`src/rtl/core/ecol_pkg.sv`:
```
package ecol_pkg;

    localparam int unsigned HEAVY_RATIO_DEF = 1000;
    localparam int RATIO_W = 16;

    localparam int IN_DATA_W  = 288;
    localparam int OUT_DATA_W = 128;

    localparam int MASS_W  = 16;
    localparam int VAL_W   = 32;
    localparam int DIFF_W  = 33;
    localparam int M2_W    = 32;
    localparam int MT_W    = 33;
    localparam int NORM_W  = 14;
    localparam int LEAD_W  = 6;
    localparam int N2_W    = 29;
    localparam int FRAC_W  = 30;
    localparam int WGT_W   = 31;
    localparam int WNUM_W  = M2_W + FRAC_W;
    localparam int CNUM_W  = 63;
    localparam int CQ_W    = 38;
    localparam int SUM_W   = 40;
    localparam int LANES   = 4;

    localparam int LANE_V1X = 0;
    localparam int LANE_V1Y = 1;
    localparam int LANE_V2X = 2;
    localparam int LANE_V2Y = 3;

    // first_pos_x in the lowest bits
    typedef struct packed {
        logic [MASS_W-1:0]       second_mass;
        logic signed [VAL_W-1:0] second_vel_y;
        logic signed [VAL_W-1:0] second_vel_x;
        logic signed [VAL_W-1:0] second_pos_y;
        logic signed [VAL_W-1:0] second_pos_x;
        logic [MASS_W-1:0]       first_mass;
        logic signed [VAL_W-1:0] first_vel_y;
        logic signed [VAL_W-1:0] first_vel_x;
        logic signed [VAL_W-1:0] first_pos_y;
        logic signed [VAL_W-1:0] first_pos_x;
    } in_t;

    typedef struct packed {
        logic                     heavy;
        logic                     coinc;
        logic                     zero_mt;
        logic                     sx;
        logic                     sy;
        logic [NORM_W-1:0]        nx_mag;
        logic [NORM_W-1:0]        ny_mag;
        logic signed [DIFF_W-1:0] dvx;
        logic signed [DIFF_W-1:0] dvy;
        logic signed [DIFF_W-1:0] dv2x;
        logic signed [DIFF_W-1:0] dv2y;
        logic [LANES-1:0][VAL_W-1:0] vel;
        logic [M2_W-1:0]          m2;
        logic [MT_W-1:0]          mt;
    } front_t;

    typedef struct packed {
        logic                        heavy;
        logic                        coinc;
        logic [LANES-1:0]            neg;
        logic [LANES-1:0][VAL_W-1:0] vel;
    } pass_t;

    typedef struct packed {
        pass_t                        pass;
        logic [N2_W-1:0]              n2;
        logic [LANES-1:0][CNUM_W-1:0] mag;
    } proj_t;

    function automatic logic [VAL_W-1:0] sat32(input logic signed [SUM_W-1:0] x);
        logic signed [SUM_W-1:0] hi;
        logic signed [SUM_W-1:0] lo;
        hi = SUM_W'(signed'({1'b0, {(VAL_W-1){1'b1}}}));
        lo = -hi - SUM_W'(1);
        if (x > hi)
        begin
            return {1'b0, {(VAL_W-1){1'b1}}};
        end
        if (x < lo)
        begin
            return {1'b1, {(VAL_W-1){1'b0}}};
        end
        return x[VAL_W-1:0];
    endfunction

endpackage

```
`src/rtl/core/ecol_front.sv`:
```
module ecol_front #(
    parameter int unsigned HEAVY_RATIO = ecol_pkg::HEAVY_RATIO_DEF
) (
    input  logic             clk,
    input  logic             rst_n,
    input  logic             en,
    input  logic             vld_in,
    input  logic             heavy,
    input  ecol_pkg::in_t    item,
    output logic             vld_out,
    output ecol_pkg::front_t fo
);

    localparam logic [ecol_pkg::RATIO_W-1:0] RATIO = HEAVY_RATIO[ecol_pkg::RATIO_W-1:0];
    localparam int NSTG = 5;

    typedef struct packed {
        logic                               heavy;
        logic signed [ecol_pkg::DIFF_W-1:0] dx;
        logic signed [ecol_pkg::DIFF_W-1:0] dy;
        logic signed [ecol_pkg::DIFF_W-1:0] dvx;
        logic signed [ecol_pkg::DIFF_W-1:0] dvy;
        logic signed [ecol_pkg::DIFF_W-1:0] dv2x;
        logic signed [ecol_pkg::DIFF_W-1:0] dv2y;
        logic [ecol_pkg::LANES-1:0][ecol_pkg::VAL_W-1:0] vel;
        logic [ecol_pkg::M2_W-1:0]          m2;
        logic [ecol_pkg::MASS_W-1:0]        m1;
    } s1_t;

    typedef struct packed {
        logic                               heavy;
        logic                               coinc;
        logic                               zero_mt;
        logic                               sx;
        logic                               sy;
        logic [ecol_pkg::DIFF_W-1:0]        ax;
        logic [ecol_pkg::DIFF_W-1:0]        ay;
        logic signed [ecol_pkg::DIFF_W-1:0] dvx;
        logic signed [ecol_pkg::DIFF_W-1:0] dvy;
        logic signed [ecol_pkg::DIFF_W-1:0] dv2x;
        logic signed [ecol_pkg::DIFF_W-1:0] dv2y;
        logic [ecol_pkg::LANES-1:0][ecol_pkg::VAL_W-1:0] vel;
        logic [ecol_pkg::M2_W-1:0]          m2;
        logic [ecol_pkg::MT_W-1:0]          mt;
    } s2_t;

    typedef struct packed {
        s2_t                         b;
        logic [ecol_pkg::DIFF_W-1:0] amax;
    } s3_t;

    typedef struct packed {
        s2_t                         b;
        logic [ecol_pkg::LEAD_W-1:0] lp;
    } s4_t;

    s1_t              s1_next, s1_reg;
    s2_t              s2_next, s2_reg;
    s3_t              s3_next, s3_reg;
    s4_t              s4_next, s4_reg;
    ecol_pkg::front_t s5_next, s5_reg;
    logic [NSTG-1:0]  vld_reg;

    always_comb
    begin
        s1_next.heavy = heavy;
        s1_next.dx    = ecol_pkg::DIFF_W'(item.second_pos_x) - ecol_pkg::DIFF_W'(item.first_pos_x);
        s1_next.dy    = ecol_pkg::DIFF_W'(item.second_pos_y) - ecol_pkg::DIFF_W'(item.first_pos_y);
        s1_next.dvx   = ecol_pkg::DIFF_W'(item.first_vel_x) - ecol_pkg::DIFF_W'(item.second_vel_x);
        s1_next.dvy   = ecol_pkg::DIFF_W'(item.first_vel_y) - ecol_pkg::DIFF_W'(item.second_vel_y);
        s1_next.dv2x  = ecol_pkg::DIFF_W'(item.second_vel_x) - ecol_pkg::DIFF_W'(item.first_vel_x);
        s1_next.dv2y  = ecol_pkg::DIFF_W'(item.second_vel_y) - ecol_pkg::DIFF_W'(item.first_vel_y);
        s1_next.vel[ecol_pkg::LANE_V1X] = item.first_vel_x;
        s1_next.vel[ecol_pkg::LANE_V1Y] = item.first_vel_y;
        s1_next.vel[ecol_pkg::LANE_V2X] = item.second_vel_x;
        s1_next.vel[ecol_pkg::LANE_V2Y] = item.second_vel_y;
        s1_next.m1    = item.first_mass;
        s1_next.m2    = heavy ? ecol_pkg::M2_W'(item.first_mass) * ecol_pkg::M2_W'(RATIO)
                              : ecol_pkg::M2_W'(item.second_mass);
    end

    always_comb
    begin
        s2_next.heavy   = s1_reg.heavy;
        s2_next.coinc   = (s1_reg.dx == '0) && (s1_reg.dy == '0);
        s2_next.zero_mt = (s1_reg.m1 == '0) && (s1_reg.m2 == '0);
        s2_next.sx      = s1_reg.dx[ecol_pkg::DIFF_W-1];
        s2_next.sy      = s1_reg.dy[ecol_pkg::DIFF_W-1];
        s2_next.ax      = s1_reg.dx[ecol_pkg::DIFF_W-1] ? -s1_reg.dx : s1_reg.dx;
        s2_next.ay      = s1_reg.dy[ecol_pkg::DIFF_W-1] ? -s1_reg.dy : s1_reg.dy;
        s2_next.dvx     = s1_reg.dvx;
        s2_next.dvy     = s1_reg.dvy;
        s2_next.dv2x    = s1_reg.dv2x;
        s2_next.dv2y    = s1_reg.dv2y;
        s2_next.vel     = s1_reg.vel;
        s2_next.m2      = s1_reg.m2;
        s2_next.mt      = ecol_pkg::MT_W'(s1_reg.m1) + ecol_pkg::MT_W'(s1_reg.m2);
    end

    always_comb
    begin
        s3_next.b    = s2_reg;
        s3_next.amax = (s2_reg.ax > s2_reg.ay) ? s2_reg.ax : s2_reg.ay;
    end

    // leading one of the larger magnitude
    always_comb
    begin
        s4_next.b  = s3_reg.b;
        s4_next.lp = '0;
        for (int i = 0; i < ecol_pkg::DIFF_W; i++)
        begin
            if (s3_reg.amax[i])
            begin
                s4_next.lp = ecol_pkg::LEAD_W'(i);
            end
        end
    end

    // bring the larger magnitude into [2^13, 2^14)
    always_comb
    begin : p_norm
        logic [ecol_pkg::LEAD_W-1:0] sh;
        if (s4_reg.lp >= ecol_pkg::LEAD_W'(ecol_pkg::NORM_W))
        begin
            sh = s4_reg.lp - ecol_pkg::LEAD_W'(ecol_pkg::NORM_W - 1);
            s5_next.nx_mag = ecol_pkg::NORM_W'(s4_reg.b.ax >> sh);
            s5_next.ny_mag = ecol_pkg::NORM_W'(s4_reg.b.ay >> sh);
        end
        else
        begin
            sh = ecol_pkg::LEAD_W'(ecol_pkg::NORM_W - 1) - s4_reg.lp;
            s5_next.nx_mag = ecol_pkg::NORM_W'(s4_reg.b.ax << sh);
            s5_next.ny_mag = ecol_pkg::NORM_W'(s4_reg.b.ay << sh);
        end
        s5_next.heavy   = s4_reg.b.heavy;
        s5_next.coinc   = s4_reg.b.coinc;
        s5_next.zero_mt = s4_reg.b.zero_mt;
        s5_next.sx      = s4_reg.b.sx;
        s5_next.sy      = s4_reg.b.sy;
        s5_next.dvx     = s4_reg.b.dvx;
        s5_next.dvy     = s4_reg.b.dvy;
        s5_next.dv2x    = s4_reg.b.dv2x;
        s5_next.dv2y    = s4_reg.b.dv2y;
        s5_next.vel     = s4_reg.b.vel;
        s5_next.m2      = s4_reg.b.m2;
        s5_next.mt      = s4_reg.b.mt;
    end

    always_ff @(posedge clk or negedge rst_n)
    begin
        if (!rst_n)
        begin
            vld_reg <= '0;
        end
        else if (en)
        begin
            vld_reg <= {vld_reg[NSTG-2:0], vld_in};
        end
    end

    always_ff @(posedge clk)
    begin
        if (en)
        begin
            s1_reg <= s1_next;
            s2_reg <= s2_next;
            s3_reg <= s3_next;
            s4_reg <= s4_next;
            s5_reg <= s5_next;
        end
    end

    assign vld_out = vld_reg[NSTG-1];
    assign fo      = s5_reg;

endmodule

```
`config.mk`:
```
export PLATFORM = sky130hd
export DESIGN_NAME = ecol_front
export DESIGN_NICKNAME = d
export VERILOG_FILES = /design/src/rtl/core/ecol_pkg.sv /design/src/rtl/core/ecol_front.sv
export SDC_FILE = /design/constraint.sdc
export NUM_CORES = 2
export LEC_CHECK = 0
export ABC_AREA = 1
export ABC_CLOCK_PERIOD_IN_PS = 3600
export BUFFER_PORTS_ARGS = -buffer_cell sky130_fd_sc_hd__buf_4
export CAP_MARGIN = 20
export CELL_PAD_IN_SITES_DETAIL_PLACEMENT = 1
export CELL_PAD_IN_SITES_GLOBAL_PLACEMENT = 2
export CORE_MARGIN = 2
export CORE_UTILIZATION = 37
export CTS_CLUSTER_SIZE = 40
export DETAILED_ROUTE_END_ITERATION = 10
export PLACE_DENSITY_LB_ADDON = 0.1
export SETUP_SLACK_MARGIN = 0.4
export SYNTH_ARGS = -nofsm -noshare
export SYNTH_HDL_FRONTEND = slang
export SYNTH_SLANG_ARGS = --single-unit
```
`constraint.sdc`:
```
create_clock -name clk -period 3.6 [get_ports clk]
set_input_delay 0.18 -clock clk [delete_from_list [all_inputs] [get_ports clk]]
set_output_delay 0.18 -clock clk [all_outputs]
set_load 0.01 [all_outputs]
```
==> flow_summary.toml <==
[floorplanning]
fp.coreArea_um2 = 210000
die_w_um = 463
die_area_um2 = 215000
fp.dieH_um = 463
ios = 652
start_util_pct = 37.2
placementRows = 168

[clocking]
cts_tree = "yes"
cts_htree_levels = 4
cts_buffers = 191
root_buffer = "clkbuf_16"
path_clk_slew_ps = 60
clk_path_buf_depth = 3
clock-sinks = 1900
clkLatencyLatePin_ps = 830

[worst_setup_path]
worst_r2r_startpoint = "s1_reg[0]$_DFFE_PP_"
cp_max_fo = 3
r2r-end = "s2_reg[22]$_DFFE_PP_"
r2r_slack_ps = 500
cp_data_arrival_time_ps = 4300
worstSetupPathType = "primary input to register"
start_kind = "primary input"
cp-end-kind = "register"
worstPathRequired_ps = 4200
reg2reg_depth = 16

[layout]
drive_above_1_share_pct = 18.1
fin_nets = 7352
seqCellArea_um2 = 57000
area_delta_synth_final_pct = 24.9
multi_input_area_um2 = 18700
largest_register_ffs = 414
fill_cells = 21200

[global_route]
grt_first_pass_wirelength_mm = 295
grt-ovfl-total = 0
grt_antenna_before_repair = 11
grt_start_max_net_pins = 133
grt_pass1_vias = 47300
track_usage_pct = 18.2

[timing]
finalHoldViolations = 0
setup_violations = 2
max_freq_mhz = 270
fin_crit_sh_pct = 103
rsz0062_at_grt = "yes"
layout_min_cycle_time_ps = 3700
setup_slack_ps = -103
tightest_slew_ps = 880
finalSetupTns_ps = -188
maxSlewViolCount = 0
finClkSkew_ps = 52.5
slew_headroom_pct = 41.1

[place]
portBuffers = 639
post-place-ws_ps = -1150
place_hpwl_mm = 151
gp_congestion = 0.872

[pwr]
ir_drop_mv = 0.477
pwr-share-seq_pct = 47.8
p_clk_share_pct = 32.3
power.total_w = 0.0603
intPower_w = 0.0437
p_sw_share_pct = 27.5
p_leak_nw = 38.0
p_switching_w = 0.0166
p_comb_share_pct = 19.9
p_per_area_nw_per_um2 = 618

[synthesis]
synth_top_area_cell = "edfxtp_1"
synth_cell_types = 66
synth_top_area_share_pct = 72.9
seq_area_frac_synth_pct = 73.1
async_flop_share_pct = 0.263
synth_area_per_cell_um2 = 14.2
syn_area_um2 = 78000
synth_area_leaders = "edfxtp_1 73%, ha_1 4.8%, nand2_1 2.9%"
synthFlopType = "edfxtp_1"
syn-instance-count = 5484
yosys_register_bits = 1900
synth_warnings = 0
synth-edff-count = 1895

[hold_path]
holdCritStartpoint = "item[45]"
hold_depth = 6
hold_end = "s1_reg[322]$_DFFE_PP_"
hold_class = "primary input to register"

[detailed_routing]
vias = 45700
routed_wl_mm = 200
routedWlPerCell_um = 20.7
drc = 0
dr.pass1.iters = 5
ant_nets = 0
vias_per_cell = 4.74
drt_iter0_markers = 2867

[job]
maxCapViolations = 0

[run_status]
violations = "negative setup slack"
outcome = "finished, violations left"
-- cells by family after synthesis --
kind of cell             after synthesis  share of synthesized area, %
flip-flops                          1900                          73.1
other                                  1                       0.00480
AND/OR/NAND/NOR                     1215                          6.46
adder cells (fa/ha/maj)              363                          6.41
AO/OA/AOI/OAI                        945                          6.88
XOR/XNOR                             282                          3.16
multiplexers                          26                         0.335
buffers and inverters                752                          3.69
-- per-layer routing --
metal  part of all wire, %  routed length [µm]  up-vias  GRT usage, %
met4                   1.9                3740        0          4.33
met5                     0                   0        -             0
met1                    45               90100    22700          24.5
met2                    49               98100      877          30.8
li1                      -                   -    22000             -
met3                   4.0                8050      227          2.95
-- synth_stat cells, types with 32 or more instances --
master	count
nor2_1	408
o21a_1	32
ha_1	302
o211ai_1	35
clkbuf_1	115
fa_1	61
o21ai_1	46
a21oi_1	366
xor2_1	212
nor3_1	45
nand3_1	79
nand2_1	602
o21ai_0	308
edfxtp_1	1895
inv_1	591
xnor2_1	70
-- layout make-up --
cell class | instances | share of cell area [%]
clock inverters | 113 | 1.26
well taps | 2805 | 3.60
flip-flops and latches | 1900 | 58.5
diodes | 2 | 0.00513
clock buffers | 233 | 5.11
multi-input cells | 2843 | 19.2
inverters | 615 | 2.38
repair buffers | 1145 | 9.96
-- power by group through the flow --
| stage | clock network [W] | logic [W] | registers [W] |
|---|---|---|---|
| after floorplan | 0 | 0.00596 | 0.0288 |
| after global placement | 0 | 0.0108 | 0.0292 |
| after detailed placement | 0 | 0.0109 | 0.0293 |
| after CTS | 0.0201 | 0.0117 | 0.0289 |
| after global routing | 0.0209 | 0.0133 | 0.0290 |
| final | 0.0195 | 0.0120 | 0.0288 |
-- critical path, cell delays in order --
cell,delay (ps)
buf_6,100
fa_1,520
fa_1,510
inv_2,40
fa_1,510
inv_2,40
fa_2,430
ha_4,320
buf_6,110
nand2_4,40
o21ai_4,140
a21boi_2,90
o21ai_2,190
a21boi_2,90
o21ai_2,190
a21boi_2,90
o21ai_2,160
nand2_1,90
nand2_1,90
a21oi_2,60
or2_1,220
inv_1,50
nor2_1,30
-- placed cells by master (no fill, tap or decap), types with 211 or more instances in the layout --
master | synthesis | layout
edfxtp_1 | 1895 | 1895
nand2_1 | 602 | 590
nor2_1 | 408 | 407
inv_1 | 591 | 585
ha_1 | 302 | 292
o21ai_0 | 308 | 299
buf_4 | 14 | 790
xor2_1 | 212 | 211
a21oi_1 | 366 | 353
dlygate4sd3_1 | 0 | 324
-- through the flow --
stage	hold WS, ps	instances	instance area [µm²]	util [%]
4_1_cts	1.52	9628	97000	46.3
3_5_place_dp	-13.5	8948	87300	41.6
3_3_place_gp	-16.2	8948	87300	41.6
2_1_floorplan	-116	5495	78200	-
5_1_grt	76.1	9655	97500	46.5
6_report	95.3	9656	97500	46.5
-- worst max path at each step --
stage	startpoint	end	slack (ps)	cells after the start
global placement	item[129]	s1_reg[41]$_SDFFCE_PN0P_	-1140	22
finish	item[128]	s1_reg[41]$_SDFFCE_PN0P_	-100	23
floorplan	item[128]	s1_reg[40]$_SDFFCE_PN0P_	-710	23
detailed placement	item[128]	s1_reg[40]$_SDFFCE_PN0P_	-1150	24
CTS	item[129]	s1_reg[40]$_SDFFCE_PN0P_	-60	24
global route	item[128]	s1_reg[40]$_SDFFCE_PN0P_	-260	24
-- timing repair --
item | CTS | global route
resized for setup | 32 | 77
pin swaps | 34 | 57
endpoints found under the hold margin | 377 | 0
setup buffers | 10 | 26
hold buffers | 324 | 0
endpoints found under the setup margin | 15 | 49
No activity file was read; power rests on OpenSTA's default activity.
